## src/sv/ps2mpt_pkg.sv

```systemverilog
// shared types and constants for the ps2 mouse packet tracker
package ps2mpt_pkg;

	localparam int BOUND_BITS   = 13;
	localparam int INDEX_BITS   = 2;
	localparam int QUEUE_DEPTH  = 4;
	localparam int QPTR_BITS    = $clog2(QUEUE_DEPTH);
	localparam int WIDTH_RESET  = 1920;
	localparam int HEIGHT_RESET = 1080;

	localparam logic [INDEX_BITS-1:0] REG_SCREEN_WIDTH  = 2'd0;
	localparam logic [INDEX_BITS-1:0] REG_SCREEN_HEIGHT = 2'd1;

	localparam int SYNC_BIT    = 3;
	localparam int X_SIGN_BIT  = 4;
	localparam int Y_SIGN_BIT  = 5;
	localparam int X_OVFL_BIT  = 6;
	localparam int Y_OVFL_BIT  = 7;

	typedef struct packed {
		logic signed [8:0] move_x;
		logic signed [9:0] move_y;
		logic [2:0]        button_bits;
	} pkt_t;

	typedef struct packed {
		logic                  valid;
		logic [INDEX_BITS-1:0] index;
		logic [BOUND_BITS-1:0] data;
	} cfg_wr_t;

endpackage

```

## src/sv/ps2_mouse_packet_tracker.sv

```systemverilog
// top level: ps2 mouse packet decoder with clamped cursor tracking
// out_valid rises after the packet, queued on its third byte, is popped and registered
// throughput: one byte per cycle, one packet per cycle out of the four-entry queue,
// each while not stalled; in_stall rises only while the packet queue is full
// reset: packet phase cleared, bounds 1920 by 1080, cursor at 960,540 clamped to bounds
module ps2_mouse_packet_tracker #(
	parameter int POSITION_BITS = 12
) (
	input  logic                                   clk,
	input  logic                                   arst_n,
	input  logic                                   in_valid,
	output logic                                   in_stall,
	input  logic                                   byte_ready,
	input  logic                                   from_aux,
	input  logic [7:0]                             data_byte,
	output logic                                   out_valid,
	input  logic                                   out_stall,
	output logic signed [8:0]                      move_x,
	output logic signed [9:0]                      move_y,
	output logic [2:0]                             button_bits,
	output logic [POSITION_BITS-1:0]               cursor_x_out,
	output logic [POSITION_BITS-1:0]               cursor_y_out,
	input  logic                                   cfg_valid,
	output logic                                   cfg_ready,
	input  logic [ps2mpt_pkg::INDEX_BITS-1:0]      cfg_index,
	input  logic [ps2mpt_pkg::BOUND_BITS-1:0]      cfg_data
);
	import ps2mpt_pkg::*;

	logic    q_full;
	logic    q_empty;
	logic    q_pop;
	logic    push;
	pkt_t    push_data;
	pkt_t    pop_data;
	cfg_wr_t cfg_wr;

	assign in_stall  = q_full;
	// bound writes wait until no packet is queued
	assign cfg_ready = q_empty;

	always_comb begin
		cfg_wr.valid = cfg_valid && cfg_ready;
		cfg_wr.index = cfg_index;
		cfg_wr.data  = cfg_data;
	end

	ps2mpt_front u_front (
		.clk        (clk),
		.arst_n     (arst_n),
		.accept     (in_valid && !in_stall),
		.byte_ready (byte_ready),
		.from_aux   (from_aux),
		.data_byte  (data_byte),
		.push       (push),
		.push_data  (push_data)
	);

	ps2mpt_queue u_queue (
		.clk       (clk),
		.arst_n    (arst_n),
		.push      (push),
		.push_data (push_data),
		.full      (q_full),
		.pop       (q_pop),
		.pop_data  (pop_data),
		.empty     (q_empty)
	);

	ps2mpt_back #(
		.POSITION_BITS (POSITION_BITS)
	) u_back (
		.clk          (clk),
		.arst_n       (arst_n),
		.cfg_wr       (cfg_wr),
		.q_empty      (q_empty),
		.q_data       (pop_data),
		.q_pop        (q_pop),
		.out_valid    (out_valid),
		.out_stall    (out_stall),
		.move_x       (move_x),
		.move_y       (move_y),
		.button_bits  (button_bits),
		.cursor_x_out (cursor_x_out),
		.cursor_y_out (cursor_y_out)
	);

endmodule

```

## src/sv/ps2mpt_front.sv

```systemverilog
// front end: byte filtering, packet assembly and movement decode
module ps2mpt_front (
	input  logic               clk,
	input  logic               arst_n,
	input  logic               accept,
	input  logic               byte_ready,
	input  logic               from_aux,
	input  logic [7:0]         data_byte,
	output logic               push,
	output ps2mpt_pkg::pkt_t   push_data
);
	import ps2mpt_pkg::*;

	localparam logic [1:0] PH_FLAG = 2'd0;
	localparam logic [1:0] PH_X    = 2'd1;
	localparam logic [1:0] PH_Y    = 2'd2;

	logic [1:0] phase_q;
	logic [7:0] flag_q;
	logic [7:0] xbyte_q;
	logic       mouse_byte;
	logic signed [8:0] raw_y;

	assign mouse_byte = accept && byte_ready && from_aux;

	always_ff @(posedge clk or negedge arst_n) begin
		if (!arst_n) begin
			phase_q <= PH_FLAG;
			flag_q  <= '0;
			xbyte_q <= '0;
		end else if (mouse_byte) begin
			case (phase_q)
				PH_X: begin
					xbyte_q <= data_byte;
					phase_q <= PH_Y;
				end
				PH_Y: begin
					phase_q <= PH_FLAG;
				end
				default: begin
					if (data_byte[SYNC_BIT]) begin
						flag_q  <= data_byte;
						phase_q <= PH_X;
					end else begin
						phase_q <= PH_FLAG;
					end
				end
			endcase
		end
	end

	assign raw_y = $signed({flag_q[Y_SIGN_BIT], data_byte});

	always_comb begin
		push_data.move_x      = $signed({flag_q[X_SIGN_BIT], xbyte_q});
		push_data.move_y      = -(10'(raw_y));
		push_data.button_bits = flag_q[2:0];
	end

	assign push = mouse_byte && (phase_q == PH_Y)
		&& !flag_q[X_OVFL_BIT] && !flag_q[Y_OVFL_BIT];

endmodule

```

## src/sv/ps2mpt_queue.sv

```systemverilog
// small packet queue between front end and cursor update
module ps2mpt_queue (
	input  logic             clk,
	input  logic             arst_n,
	input  logic             push,
	input  ps2mpt_pkg::pkt_t push_data,
	output logic             full,
	input  logic             pop,
	output ps2mpt_pkg::pkt_t pop_data,
	output logic             empty
);
	import ps2mpt_pkg::*;

	pkt_t                 mem_q [QUEUE_DEPTH];
	logic [QPTR_BITS-1:0] wr_ptr_q;
	logic [QPTR_BITS-1:0] rd_ptr_q;
	logic [QPTR_BITS:0]   count_q;
	logic                 do_push;
	logic                 do_pop;

	assign full     = (count_q == (QPTR_BITS+1)'(QUEUE_DEPTH));
	assign empty    = (count_q == '0);
	assign do_push  = push && !full;
	assign do_pop   = pop && !empty;
	assign pop_data = mem_q[rd_ptr_q];

	always_ff @(posedge clk) begin
		if (do_push) begin
			mem_q[wr_ptr_q] <= push_data;
		end
	end

	always_ff @(posedge clk or negedge arst_n) begin
		if (!arst_n) begin
			wr_ptr_q <= '0;
			rd_ptr_q <= '0;
			count_q  <= '0;
		end else begin
			if (do_push) begin
				wr_ptr_q <= wr_ptr_q + 1'b1;
			end
			if (do_pop) begin
				rd_ptr_q <= rd_ptr_q + 1'b1;
			end
			case ({do_push, do_pop})
				2'b10:   count_q <= count_q + 1'b1;
				2'b01:   count_q <= count_q - 1'b1;
				default: count_q <= count_q;
			endcase
		end
	end

	a_count_bounded: assert property (@(posedge clk) disable iff (!arst_n)
		count_q <= (QPTR_BITS+1)'(QUEUE_DEPTH))
		else $error("queue count beyond depth");

	a_no_push_full: assert property (@(posedge clk) disable iff (!arst_n)
		!(push && full))
		else $error("packet pushed into full queue");

	a_pop_moves_count: assert property (@(posedge clk) disable iff (!arst_n)
		(do_pop && !do_push) |=> (count_q == $past(count_q) - 1'b1))
		else $error("pop did not lower count");

endmodule

```

## src/sv/ps2mpt_back.sv

```systemverilog
// back end: bound registers, cursor update and clamping, result register
module ps2mpt_back #(
	parameter int POSITION_BITS = 12
) (
	input  logic                       clk,
	input  logic                       arst_n,
	input  ps2mpt_pkg::cfg_wr_t        cfg_wr,
	input  logic                       q_empty,
	input  ps2mpt_pkg::pkt_t           q_data,
	output logic                       q_pop,
	output logic                       out_valid,
	input  logic                       out_stall,
	output logic signed [8:0]          move_x,
	output logic signed [9:0]          move_y,
	output logic [2:0]                 button_bits,
	output logic [POSITION_BITS-1:0]   cursor_x_out,
	output logic [POSITION_BITS-1:0]   cursor_y_out
);
	import ps2mpt_pkg::*;

	localparam int WB   = (POSITION_BITS + 1 > BOUND_BITS) ? POSITION_BITS + 1 : BOUND_BITS;
	localparam int SPAN = 1 << POSITION_BITS;
	localparam int EFF_W = (WIDTH_RESET > SPAN) ? SPAN : WIDTH_RESET;
	localparam int EFF_H = (HEIGHT_RESET > SPAN) ? SPAN : HEIGHT_RESET;
	localparam int RST_X = (WIDTH_RESET / 2 < EFF_W) ? WIDTH_RESET / 2 : EFF_W - 1;
	localparam int RST_Y = (HEIGHT_RESET / 2 < EFF_H) ? HEIGHT_RESET / 2 : EFF_H - 1;
	localparam int SW   = POSITION_BITS + 2;

	function automatic logic [POSITION_BITS-1:0] bound_max(input logic [BOUND_BITS-1:0] b);
		logic [WB-1:0] ext;
		logic [WB-1:0] span;
		logic [WB-1:0] m;
		ext  = WB'(b);
		span = WB'(1) << POSITION_BITS;
		if (ext == '0) begin
			m = '0;
		end else if (ext > span) begin
			m = span - 1'b1;
		end else begin
			m = ext - 1'b1;
		end
		return m[POSITION_BITS-1:0];
	endfunction

	function automatic logic [POSITION_BITS-1:0] clamp_sum(
		input logic signed [SW-1:0] s,
		input logic [POSITION_BITS-1:0] mx
	);
		logic [POSITION_BITS-1:0] r;
		if (s < 0) begin
			r = '0;
		end else if (s > $signed({2'b00, mx})) begin
			r = mx;
		end else begin
			r = s[POSITION_BITS-1:0];
		end
		return r;
	endfunction

	logic [POSITION_BITS-1:0] max_x_q;
	logic [POSITION_BITS-1:0] max_y_q;
	logic [POSITION_BITS-1:0] cursor_x_q;
	logic [POSITION_BITS-1:0] cursor_y_q;
	logic [POSITION_BITS-1:0] new_max;
	logic [POSITION_BITS-1:0] next_x;
	logic [POSITION_BITS-1:0] next_y;
	logic signed [SW-1:0]     sum_x;
	logic signed [SW-1:0]     sum_y;
	logic                     out_valid_q;

	assign q_pop   = !q_empty && (!out_valid_q || !out_stall);
	assign new_max = bound_max(cfg_wr.data);
	assign sum_x   = $signed({2'b00, cursor_x_q}) + SW'(q_data.move_x);
	assign sum_y   = $signed({2'b00, cursor_y_q}) + SW'(q_data.move_y);
	assign next_x  = clamp_sum(sum_x, max_x_q);
	assign next_y  = clamp_sum(sum_y, max_y_q);

	always_ff @(posedge clk or negedge arst_n) begin
		if (!arst_n) begin
			max_x_q     <= bound_max(BOUND_BITS'(WIDTH_RESET));
			max_y_q     <= bound_max(BOUND_BITS'(HEIGHT_RESET));
			cursor_x_q  <= POSITION_BITS'(RST_X);
			cursor_y_q  <= POSITION_BITS'(RST_Y);
			out_valid_q <= 1'b0;
		end else begin
			if (cfg_wr.valid && cfg_wr.index == REG_SCREEN_WIDTH) begin
				max_x_q <= new_max;
				if (cursor_x_q > new_max) begin
					cursor_x_q <= new_max;
				end
			end else if (cfg_wr.valid && cfg_wr.index == REG_SCREEN_HEIGHT) begin
				max_y_q <= new_max;
				if (cursor_y_q > new_max) begin
					cursor_y_q <= new_max;
				end
			end else if (q_pop) begin
				cursor_x_q <= next_x;
				cursor_y_q <= next_y;
			end
			if (q_pop) begin
				out_valid_q <= 1'b1;
			end else if (!out_stall) begin
				out_valid_q <= 1'b0;
			end
		end
	end

	always_ff @(posedge clk) begin
		if (q_pop) begin
			move_x       <= q_data.move_x;
			move_y       <= q_data.move_y;
			button_bits  <= q_data.button_bits;
			cursor_x_out <= next_x;
			cursor_y_out <= next_y;
		end
	end

	assign out_valid = out_valid_q;

	a_cursor_x_in_bound: assert property (@(posedge clk) disable iff (!arst_n)
		cursor_x_q <= max_x_q)
		else $error("cursor x beyond bound");

	a_cursor_y_in_bound: assert property (@(posedge clk) disable iff (!arst_n)
		cursor_y_q <= max_y_q)
		else $error("cursor y beyond bound");

	a_result_matches_cursor: assert property (@(posedge clk) disable iff (!arst_n)
		q_pop |=> (cursor_x_out == cursor_x_q && cursor_y_out == cursor_y_q))
		else $error("result position differs from held cursor");

endmodule
```

## config.mk

```make
export PLATFORM = sky130hd
export DESIGN_NAME = ps2_mouse_packet_tracker
export DESIGN_NICKNAME = d
export VERILOG_FILES = /design/src/sv/ps2mpt_pkg.sv /design/src/sv/ps2_mouse_packet_tracker.sv /design/src/sv/ps2mpt_front.sv /design/src/sv/ps2mpt_queue.sv /design/src/sv/ps2mpt_back.sv
export SDC_FILE = /design/constraint.sdc
export NUM_CORES = 1
export LEC_CHECK = 0
export BUFFER_PORTS_ARGS = -buffer_cell sky130_fd_sc_hd__buf_2
export CAP_MARGIN = 25
export CORE_ASPECT_RATIO = 0.9
export CORE_MARGIN = 8
export CORE_UTILIZATION = 60
export CTS_BUF_LIST = sky130_fd_sc_hd__clkbuf_8 sky130_fd_sc_hd__clkbuf_16
export DETAILED_ROUTE_END_ITERATION = 8
export PLACE_DENSITY = 0.87
export SETUP_SLACK_MARGIN = 0.1
export SLEW_MARGIN = 25
export SYNTH_ARGS = -nofsm -noshare
export SYNTH_HDL_FRONTEND = slang
export SYNTH_HIERARCHICAL = 1
export SYNTH_SLANG_ARGS = --single-unit
```

## constraint.sdc

```tcl
create_clock -name clk -period 9.4 [get_ports clk]
set_clock_uncertainty 0.2 [all_clocks]
set_input_delay 1.41 -clock clk [delete_from_list [all_inputs] [get_ports clk]]
set_output_delay 1.41 -clock clk [all_outputs]
set_load 0.005 [all_outputs]
```

-- Word level (Yosys, flattened, before mapping)
Memory sizes are Yosys's and may differ from the RTL's.
Index checks and enable logic that the tools add are counted.
- add/subtract/negate cells: 8
- order comparisons: 7
- eq/ne operators: 10
- multiplexer cells: 20
- bitwise operators: 2
- reduce and logical (&&, ||, !) cells: 31
- operators with widths (cell ; count):
    12-bit 2-to-1 mux ; 13
    14-bit by 13-bit greater-than comparator with 1-bit output ; 2
    14-bit by 1-bit < comparator with 1-bit output (second input constant) ; 2
    12-bit greater-than comparator ; 2
    13-bit by 10-bit adder with 14-bit output ; 1
    13-bit by 9-bit adder with 14-bit output ; 1
    13-bit greater-than comparator (second input constant) ; 1
    13-bit zero test ; 1
    1-bit logical AND ; 12
    12-bit by 1-bit subtractor with 12-bit output (second input constant) ; 1
    9-bit negator with 10-bit output ; 1
    3-bit AND reduction ; 3
    2-bit by 1-bit == test with 1-bit output (second input constant) ; 3
    1-bit zero test ; 6
    3-bit one-hot mux with 2 select lines ; 1
    2-bit nonzero test ; 3
    1-bit 2-to-1 mux ; 5
    2-bit by 1-bit adder with 2-bit output (second input constant) ; 2
    2-bit == test (second input constant) ; 2
    2-bit by 1-bit != test with 1-bit output (second input constant) ; 2
    2-bit != test (second input constant) ; 2
    2-bit one-hot mux with 2 select lines ; 1
    2-bit AND reduction ; 2
    3-bit by 1-bit adder with 3-bit output (second input constant) ; 1
    other kinds (7) ; 8
- flip-flop bits (word level): 120
- RAM bits: 88
- input bits: 30
- output and inout port bits: 49
- word-level logic and storage cells: 95
- memories kept: 1
- memories (name ; depth ; bits a word ; rd ports ; clocked after memory_dff ; wr ports ; line ; RTL):
    u_queue.mem_q ; 4 ; 22 ; 1 ; 0 ; 1 ; ps2mpt_queue.sv:14 ; pkt_t mem_q [QUEUE_DEPTH];

-- Longest topological paths before layout
Gate-level depths: netlist of the first run.
- depth in word-level cells: 11
- depth in mapped cells: 21
- gate-level depth less buffers: 19

-- Hierarchy
Netlist of the first run, hierarchy kept.
- by module, submodules not included (module ; times used ; cells an instance ; area an instance (um^2) ; seq. area each (um^2)):
    ps2mpt_back ; 1 ; 726 ; 7008.0 ; 2637.5
    ps2mpt_queue ; 1 ; 153 ; 3642.2 ; 2817.7
    ps2mpt_front ; 1 ; 74 ; 922.1 ; 425.4
    ps2_mouse_packet_tracker ; 1 ; 2 ; 20.0 ; 0.0

-- Worst setup path before layout of the first run
Ideal clock, no wire load.
- path type: input-to-reg
- start point: in out_stall
- end point: reg u_queue.count_q[2]
- setup time: 0.079 ns
- arrival time: 5.328 ns
- required time: 9.121 ns
- setup slack: 3.793 ns
- stages: 8
- buffers on the path: 0
- cells stage by stage: a21oi_1 -> and2_4 -> ha_1 -> inv_1 -> fa_1 -> xor2_1 -> nor2_1 -> xor2_1
- cells in the longest elaborated chain, start to end: 6
- elaborated cells between the ends (all ways): 8
- those cells by class: eq/ne: 2; mux: 1; reduce/logical: 5
- ends and longest elaborated chain (element ; line ; RTL):
    start: declaration ; ps2_mouse_packet_tracker.sv:17 ; input logic out_stall,
    1-bit zero test (*) ; ps2mpt_back.sv:71 ; assign q_pop = !q_empty && (!out_valid_q || !out_stall);
    1-bit logical OR (*) ; ps2mpt_back.sv:71 ;
    1-bit logical AND (*) ; ps2mpt_back.sv:71 ;
    1-bit logical AND (*) ; ps2mpt_queue.sv:24 ; assign do_pop = pop && !empty;
    via u_queue.do_pop ; ps2mpt_queue.sv:19 ; logic do_pop;
    2-bit by 1-bit == test with 1-bit output / 2-bit == test (equally long branches) ; ps2mpt_queue.sv:45 ; case ({do_push, do_pop})
    3-bit one-hot mux with 2 select lines / 2-bit nonzero test (equally long branches) ; -- ;
    end signal: assignment ; ps2mpt_queue.sv:46 ; 2'b10: count_q <= count_q + 1'b1;
    end signal: assignment ; ps2mpt_queue.sv:47 ; 2'b01: count_q <= count_q - 1'b1;
    end signal: assignment ; ps2mpt_queue.sv:48 ; default: count_q <= count_q;
    end: declaration ; ps2mpt_queue.sv:17 ; logic [QPTR_BITS:0] count_q;
The timed path passes the listed nets; every way through them passes the cells marked *.
A chain may end at the register's enable or synchronous reset.

==> results.json, run 1 <==
{
  "start_kind": "flip-flop",
  "netlist_area_um2": 11600,
  "wl_met3_um": 2540,
  "viasPerCell": 6.45,
  "cts_buffer_depth": 3,
  "portBuffers": 78,
  "synth-edff-count": 134,
  "yosys.area_share.simple": 0.117,
  "cts-root-buf": "clkbuf_16",
  "critPathMaxFanout": 13,
  "pin_count": 79,
  "cts_sinks": 207,
  "worstSkewPairLatency_ps": 520,
  "rr_startpoint": "u_queue/rd_ptr_q[0]",
  "htree_levels": 1,
  "die_x_um": 163,
  "drt-total-wl_um": 28500,
  "die_y_um": 148,
  "finalCritPeriodShare": 0.667,
  "fin_nets": 1145,
  "finalHoldViolCount": 0,
  "synth.distinct_cells": 92,
  "drc": 0,
  "clkTransAtPathRegs_ps": 60,
  "diodes": 0,
  "critPathKind": "flip-flop to flip-flop",
  "max_cap_violations": 0,
  "post_cts_resized": 0,
  "area_growth_pct": 11.6,
  "wire_per_inst_um": 22.1,
  "die-area_um2": 24000,
  "synth_flop_cell": "edfxtp_1",
  "grt_pass1_vias": 8214,
  "slew_violations": 0,
  "ys_seq_elements": 207,
  "ant_nets": 0,
  "vias": 8352,
  "drive_gt1_frac": 0.211,
  "postCtsHoldBufs": 0,
  "routed.top_layer": "met4",
  "synthAdderAreaFrac": 0.0984,
  "antenna_found_initial": 0,
  "wl_met1_um": 11600,
  "yosys-top-cells-area": "edfxtp_1, dfrtp_1, ha_1, dfstp_2, mux4_2",
  "globalplace.congestion": 0.924,
  "cp-startpoint": "u_queue/rd_ptr_q[0]",
  "yosys_warnings": 6,
  "yosys.area.top_type": "edfxtp_1",
  "final.min_clock_period_ps": 6270,
  "synthArstFlopShare": 0.353,
  "hold_class": "flip-flop to flip-flop",
  "rows": 48,
  "drt_iter0_markers": 864,
  "rsz0062_at_grt": "no",
  "cts_buffers": 22,
  "grt_max_degree": 74,
  "setup_viol": 0,
  "ff2ff_path_depth": 18,
  "grt_pass1_wl_um": 44600,
  "drt-pass1-iter-count": 6,
  "cp-end-kind": "flip-flop",
  "synth_common_cells": "edfxtp_1, ha_1, inv_1",
  "maxSlewHeadroom": 0.315,
  "yosysMostFrequentCell": "edfxtp_1",
  "crit_required_ps": 9550,
  "synth_nets": 1072,
  "coreArea_um2": 19000,
  "synth_xor_area_frac": 0.0287,
  "status": "completed",
  "route.met2.wl_um": 13600,
  "holdCritStartpoint": "u_back/max_x_q[7]",
  "syn-mean-instance-area_um2": 12.1,
  "grtUsageTotal": 0.235,
  "worst_pin_slew_ps": 1030,
  "synth_top_family_by_area": "compound AO/OA/AOI/OAI gates",
  "synth_top_area_share": 0.347,
  "synth_compound_area_frac": 0.137,
  "synth_cells": 955,
  "start_util": 0.609,
  "hpwl_um": 19600,
  "max_clock_freq_mhz": 160,
  "postCtsSetupBuffers": 0,
  "critPathArrivalTime_ps": 6420,
  "synth_mux_area_frac": 0.0724,
  "overflow": 0,
  "final.setup.tns_ps": 0,
  "whs_path_depth": 2,
  "cts_tree": "built",
  "synth-seq-area-share": 0.507
}
cell type report:
type / instances / area (um2)
clock buffer: 25 / 603
timing repair buffer: 84 / 442
tap: 250 / 313
inverter: 65 / 244
fill: 1332 / 6100
clock inverter: 15 / 178
multi-input combinational: 648 / 5270
sequential: 207 / 5880
path summary, 6_finish.rpt:
kind | end | slack, ps
worst max register to register | u_back/cursor_x_q[0] | 3130
worst min-delay path | u_back/max_x_q[7] | 290
worst max-delay path | u_back/cursor_x_q[0] | 3130
min in group asynchronous | u_back/max_y_q[11] | 720
worst min register to register | u_back/max_x_q[7] | 290
max in group asynchronous | u_front/flag_q[4] | 7770
registers in the layout (all words and copies together), names as in the netlist, 3 cells and up:
signal               flops
u_back/cursor_y_q       12
u_back/max_y_q          12
u_front/xbyte_q          8
u_back/cursor_x_q       12
u_queue/mem_q           88
u_back/cursor_y_out     12
u_back/move_y           10
u_queue/count_q          3
u_back/button_bits       3
u_back/cursor_x_out     12
u_back/max_x_q          12
u_front/flag_q           7
u_back/move_x            9
layout by cell type, fill, tap and decap left out, drive strengths merged, types with 5 or more instances in the layout:
cell     netlist  final
clkinv         0      7
a211oi         5      5
inv           65     70
buf           19     84
dfrtp         49     49
a2111oi        7      7
o22ai          5      5
a21o          23     23
nor4          18     18
nor3          16     16
o21ai         39     39
o211ai         6      6
a211o          5      5
mux2i          7      7
a21oi         46     46
o211a          7      7
and2          13     13
clkbuf        16     25
nor2          44     44
xnor2         20     20
edfxtp       134    134
nor2b         11     11
a31oi          6      6
nand2b         6      6
mux2          19     19
ha            84     84
nand4         11     11
nand2         65     65
xor2          18     18
o221a          6      6
o21a          19     19
mux4          22     22
or2           10     10
a21boi         9      9
or3           11     11
dfstp         24     24
nand3         34     34
and3           6      6
layer usage:
metal	global-route usage	up-vias
met5	0	-
met3	0.0512	61
met4	0.0828	0
met2	0.385	426
li1	-	3752
met1	0.302	4113
kinds of logic (layout without fill, tap and decap cells):
| family | count (synthesis) | count (layout) |
|---|---|---|
| flip-flops | 207 | 207 |
| XOR/XNOR | 38 | 38 |
| AO/OA/AOI/OAI | 216 | 216 |
| AND/OR/NAND/NOR | 256 | 256 |
| multiplexers | 48 | 48 |
| buffers and inverters | 100 | 189 |
| adder cells (fa/ha/maj) | 90 | 90 |
per-stage QoR:
step	util	instances	setup WS [ps]	cell area [um2]	hold WS (ps)
finish	0.679	1294	3130	12900	293
global route	0.679	1294	2740	12900	314
CTS	0.679	1294	3180	12900	302
detailed placement	0.638	1254	3250	12100	276
global placement	0.638	1254	3350	12100	264
floorplan	-	955	3790	11600	247
worst max-delay path, stage by stage (launching register included):
cell	delay, ps
dfrtp_1	820
buf_4	390
mux4_2	560
ha_1	250
inv_1	80
fa_1	220
nor2b_1	80
o31a_1	270
o21a_1	240
o31a_1	300
xor2_1	180
ha_1	320
nand4_1	120
or4_1	500
o21ai_1	280
a2bb2oi_2	540
nor3_1	140
a311oi_1	400
a221oi_1	180
Power of run 1 is left out: the tool's default activity adds up to more than one toggle a clock period on the data nets, which glitch-free logic cannot reach.
==> inputs of run 2 (changes only) <==
ABC_AREA = 1   (was unset)
clock period = 5.9 ns   (was 9.4 ns; I/O delays follow)
==> results.json, run 2 <==
{
  "place_ws_ps": 758,
  "slowest_stage": "inv_1",
  "yosys_warnings": 6,
  "mostFrequentLayoutCells": "nand2_1, inv_1, edfxtp_1",
  "postCtsHoldBufs": 0,
  "yosys.area.top_type": "edfxtp_1",
  "grtUsageTotal": 0.242,
  "area_growth_pct": 10.5,
  "final.min_clock_period_ps": 5210,
  "fin_nets": 1529,
  "synth_top_area_share": 0.334,
  "drc": 0,
  "globalplace.congestion": 0.989,
  "netlist_area_um2": 12100,
  "crit_path_frequent_cell": "nand2_1",
  "grt_max_degree": 74,
  "ys_seq_elements": 207,
  "yosysMostFrequentCell": "nand2_1",
  "vias": 9531,
  "numPlacedInstances": 1642,
  "cts_tree": "built",
  "final.setup.tns_ps": 0,
  "drive_gt1_frac": 0.163,
  "cp-startpoint": "u_queue/rd_ptr_q[1]",
  "setup_viol": 0,
  "viasPerCell": 5.67,
  "die_x_um": 165,
  "rsz0062_at_grt": "no",
  "htree_levels": 1,
  "synth_common_cells": "nand2_1, inv_1, edfxtp_1",
  "synth_mux_area_frac": 0,
  "synth.distinct_cells": 47,
  "largest-register": "u_queue/mem_q",
  "cts_buffer_depth": 3,
  "fin_ws_ps": 691,
  "largest_reg_flops": 88,
  "cts-root-buf": "clkbuf_16",
  "ant_nets": 0,
  "hpwl_um": 21500,
  "grt_pass1_wl_um": 47700,
  "critPathMaxFanout": 19,
  "cts_buffers": 23,
  "fin_cells": 1682,
  "start_kind": "flip-flop",
  "diodes": 0,
  "synth_compound_area_frac": 0.0969,
  "cp-end-kind": "flip-flop",
  "synth-seq-area-share": 0.488,
  "rr_startpoint": "u_queue/rd_ptr_q[1]",
  "finalHoldViolCount": 0,
  "die_y_um": 150,
  "crit_path_max_incr_delay_ps": 630,
  "antenna_found_initial": 0,
  "synthAdderAreaFrac": 0.0922,
  "cts_sinks": 207,
  "max_clock_freq_mhz": 192,
  "yosys.area_share.simple": 0.222,
  "coreArea_um2": 19900,
  "clkTransAtPathRegs_ps": 60,
  "rows": 49,
  "die-area_um2": 24900,
  "crit_path_cell_trace": "inv_1 -> o211ai_2 -> nand2_1 -> ha_1 -> inv_1 -> fa_1 -> o21ai_2 -> a21oi_1 -> xnor2_1 -> ha_1 -> nand2_1 -> inv_1 -> nand2_1 -> nand2_1 -> a21oi_1 -> nand2_1 -> nand2_2 -> nand3_2 -> nand2_1 -> nand2_1 -> and2_1",
  "synth_nets": 1454,
  "grt_pass1_vias": 9353,
  "ff2ff_path_depth": 21,
  "crit_path_end": "u_back/cursor_x_out[2]",
  "hold_class": "input port to async pin",
  "max_cap_violations": 0,
  "worst_pin_slew_ps": 888,
  "synth_top_family_by_area": "simple AND/OR/NAND/NOR gates",
  "slew_violations": 0,
  "yosys-top-cells-area": "edfxtp_1, nand2_1, dfrtp_1, ha_1, inv_1",
  "drt-total-wl_um": 29800,
  "pin_count": 79,
  "worstSkewPairLatency_ps": 510,
  "start_util": 0.607,
  "syn-mean-instance-area_um2": 9.01,
  "utilization": 0.671,
  "finalCritPeriodShare": 0.883,
  "r2r_slack_ps": 690,
  "synth_xor_area_frac": 0.0145,
  "overflow": 0,
  "portBuffers": 78,
  "crit_required_ps": 5960,
  "maxSlewHeadroom": 0.402,
  "postCtsSetupBuffers": 0,
  "final_common_cell": "nand2_1",
  "wire_per_inst_um": 17.7,
  "synth_cells": 1337,
  "drt-pass1-iter-count": 5,
  "nFillCells": 1545,
  "critPathKind": "flip-flop to flip-flop",
  "critPathArrivalTime_ps": 5270,
  "post_cts_resized": 0,
  "synthArstFlopShare": 0.353,
  "status": "completed",
  "rr_endpoint": "u_back/cursor_x_out[2]",
  "drt_iter0_markers": 952,
  "synth_flop_cell": "edfxtp_1",
  "synth-edff-count": 134
}
[run 2: changes by cell type in the layout (fill, tap and decap cells not counted), sizes merged, moves of 17 or more]
cell	previous run	this run
nor4	18	1
o21a	19	0
a21o	23	2
nand2	65	358
mux4	22	0
inv	70	215
mux2	19	0
o211ai	6	45
o21ai	39	62
nor2	44	88
nand3	34	107
[run 2: per-layer routing]
layer,track usage,up-vias,wire length (um)
met4,0.0781,0,796
met1,0.319,4526,12700
li1,-,4595,-
met5,0,-,0
met3,0.0435,63,2160
met2,0.400,347,14200
[run 2: cell type report]
class / instances / area (um2) / share of cell area
sequential: 207 / 5880 / 0.441
multi-input combinational: 883 / 5150 / 0.387
inverter: 208 / 781 / 0.0586
clock buffer: 26 / 628 / 0.0471
timing repair buffer: 89 / 479 / 0.0360
tap: 255 / 319 / 0.0239
clock inverter: 14 / 82.6 / 0.00620
[run 2: stage by stage]
| step | cell area, um2 | hold WS, ps |
|---|---|---|
| after global routing | 13300 | 244 |
| final | 13300 | 193 |
| after detailed placement | 12600 | 274 |
| after global placement | 12600 | 263 |
| after CTS | 13300 | 286 |
| after floorplan | 12100 | 246 |
[run 2: worst min-delay path by stage]
| stage | startpoint | to | slack (ps) |
|---|---|---|---|
| 2_1_floorplan | u_queue/count_q[0] | u_queue/count_q[0] | 250 |
| 3_3_place_gp | u_queue/count_q[0] | u_queue/count_q[0] | 260 |
| 3_5_place_dp | u_queue/count_q[0] | u_queue/count_q[0] | 270 |
| 4_1_cts | u_queue/count_q[0] | u_queue/count_q[0] | 290 |
| 5_1_grt | arst_n | u_queue/wr_ptr_q[0] | 240 |
| 6_report | arst_n | u_queue/wr_ptr_q[0] | 190 |
[run 2: logic make-up (layout without fill, tap and decap cells)]
family                   count (synthesis)  count (layout)
AO/OA/AOI/OAI                          183             183
XOR/XNOR                                20              20
adder cells (fa/ha/maj)                 87              87
buffers and inverters                  247             337
flip-flops                             207             207
AND/OR/NAND/NOR                        593             593
[run 2: critical path: cells and delay by family, from the launching register on]
family | cells | cell delay (ps)
compound gates | 4 | 760
simple gates | 10 | 1510
buf+inv | 3 | 790
fa+ha+maj | 3 | 1030
flops | 1 | 380
xor+xnor | 1 | 290
Power of run 2 is left out for the same reason.
==> inputs of run 3 (changes only) <==
BUFFER_PORTS_ARGS = unset   (was -buffer_cell sky130_fd_sc_hd__buf_2)
DONT_BUFFER_PORTS = 1   (was unset)
PLACE_DENSITY = 0.84   (was 0.87)
==> results.json, run 3 (synthesis gave the netlist of run 2 again) <==
{
  "status": "completed",
  "crit_path_cell_trace": "inv_2 -> buf_4 -> nand2_1 -> o211ai_1 -> nand2_1 -> ha_1 -> a21oi_1 -> o21ai_0 -> nand2_1 -> nand3b_1 -> xor2_1 -> ha_1 -> a21oi_1 -> nand2_1 -> a21oi_1 -> nand2_1 -> nand2_2 -> nand3_2 -> nand2_1 -> nand2_1 -> and2_1",
  "viasPerCell": 5.68,
  "ant_nets": 0,
  "fin_nets": 1452,
  "worstSkewPairLatency_ps": 510,
  "rows": 49,
  "drive_gt1_frac": 0.118,
  "die_y_um": 150,
  "max_cap_violations": 0,
  "slowest_stage": "dfrtp_1",
  "rr_startpoint": "u_queue/rd_ptr_q[0]",
  "cts-root-buf": "clkbuf_16",
  "maxSlewHeadroom": 0.455,
  "coreArea_um2": 19900,
  "ff2ff_path_depth": 21,
  "htree_levels": 1,
  "crit_required_ps": 5960,
  "drc": 0,
  "start_util": 0.607,
  "grt_pass1_vias": 8888,
  "antenna_found_initial": 0,
  "critPathArrivalTime_ps": 4960,
  "grt_max_degree": 50,
  "largest-register": "u_queue/mem_q",
  "cp-startpoint": "u_queue/rd_ptr_q[0]",
  "hold_class": "input port to async pin",
  "critPathKind": "flip-flop to flip-flop",
  "multiInputGateArea_um2": 5150,
  "area_growth_pct": 7.35,
  "globalplace.congestion": 0.924,
  "cp-end-kind": "flip-flop",
  "mostFrequentLayoutCells": "nand2_1, inv_1, edfxtp_1",
  "largest_reg_flops": 88,
  "crit_path_max_incr_delay_ps": 410,
  "worst_pin_slew_ps": 815,
  "wire_per_inst_um": 17.9,
  "diodes": 0,
  "die-area_um2": 24900,
  "grt_pass1_wl_um": 45800,
  "rsz0062_at_grt": "no",
  "post_cts_resized": 0,
  "max_clock_freq_mhz": 204,
  "drt-pass1-iter-count": 8,
  "cts_sinks": 207,
  "crit_path_frequent_cell": "nand2_1",
  "finalCritPeriodShare": 0.830,
  "nFillCells": 1550,
  "cts_tree": "built",
  "final_common_cell": "nand2_1",
  "overflow": 0,
  "grtUsageTotal": 0.234,
  "die_x_um": 165,
  "finalHoldViolCount": 0,
  "pin_count": 79,
  "slew_violations": 0,
  "setup_viol": 0,
  "portBuffers": 0,
  "cts_buffers": 23,
  "drt-total-wl_um": 28700,
  "cts_buffer_depth": 3,
  "final.min_clock_period_ps": 4900,
  "drt_iter0_markers": 850,
  "critPathMaxFanout": 29,
  "final.setup.tns_ps": 0,
  "clkTransAtPathRegs_ps": 60,
  "start_kind": "flip-flop",
  "regArea_um2": 5880,
  "hpwl_um": 20500,
  "holdWs_ps": 20.6,
  "vias": 9127
}
-- run 3: final cells by class --
class | instances | share of cell area
Timing Repair Buffer | 12 | 0.00851
Multi-Input combinational cell | 883 | 0.398
Clock buffer | 24 | 0.0455
Tap cell | 255 | 0.0247
Inverter | 208 | 0.0603
Clock inverter | 17 | 0.00822
Sequential cell | 207 | 0.455
-- run 3: layer usage --
metal  global-route usage  wire length [um]  part of all wire  vias to the layer above
li1                     -                 -                 -                     4436
met5                    0                 0                 0                        -
met2                0.366             13100              0.45                      381
met4                0.116              1380             0.048                        0
met1                0.310             12200              0.42                     4223
met3               0.0407              2090             0.073                       87
-- run 3: path summary, 6_finish.rpt --
check                           slack [ps]                     end
worst max-delay path                  1000  u_back/cursor_x_out[2]
worst min-delay path                    20       u_back/max_y_q[4]
worst max register to register        1000  u_back/cursor_x_out[2]
worst min register to register         280      u_queue/count_q[0]
max in group asynchronous             5200       u_back/max_y_q[9]
min in group clk                       280     u_queue/mem_q[0][3]
-- run 3: what timing repair did --
| item | 4_1_cts | 5_1_grt |
|---|---|---|
| endpoints found under the hold margin | 49 | 0 |
| hold buffers | 1 | 0 |
| setup buffers | 0 | 0 |
-- run 3: metrics by stage --
step / area [um2] / utilization / std cells / setup slack [ps]
floorplan: 12100 / - / 1337 / 1060
global placement: 12200 / 0.615 / 1564 / 1180
detailed placement: 12200 / 0.615 / 1564 / 1080
CTS: 12900 / 0.651 / 1606 / 1070
global route: 12900 / 0.651 / 1606 / 668
finish: 12900 / 0.651 / 1606 / 1000
-- run 3: critical path, delay by kind of cell (launching register included) --
family	cells	cell delay, ps
adder cells (fa/ha/maj)	2	670
AND/OR/NAND/NOR	11	1590
AO/OA/AOI/OAI	5	820
buffers and inverters	2	720
flip-flops	1	410
XOR/XNOR	1	230
Power of run 3 is left out for the same reason.
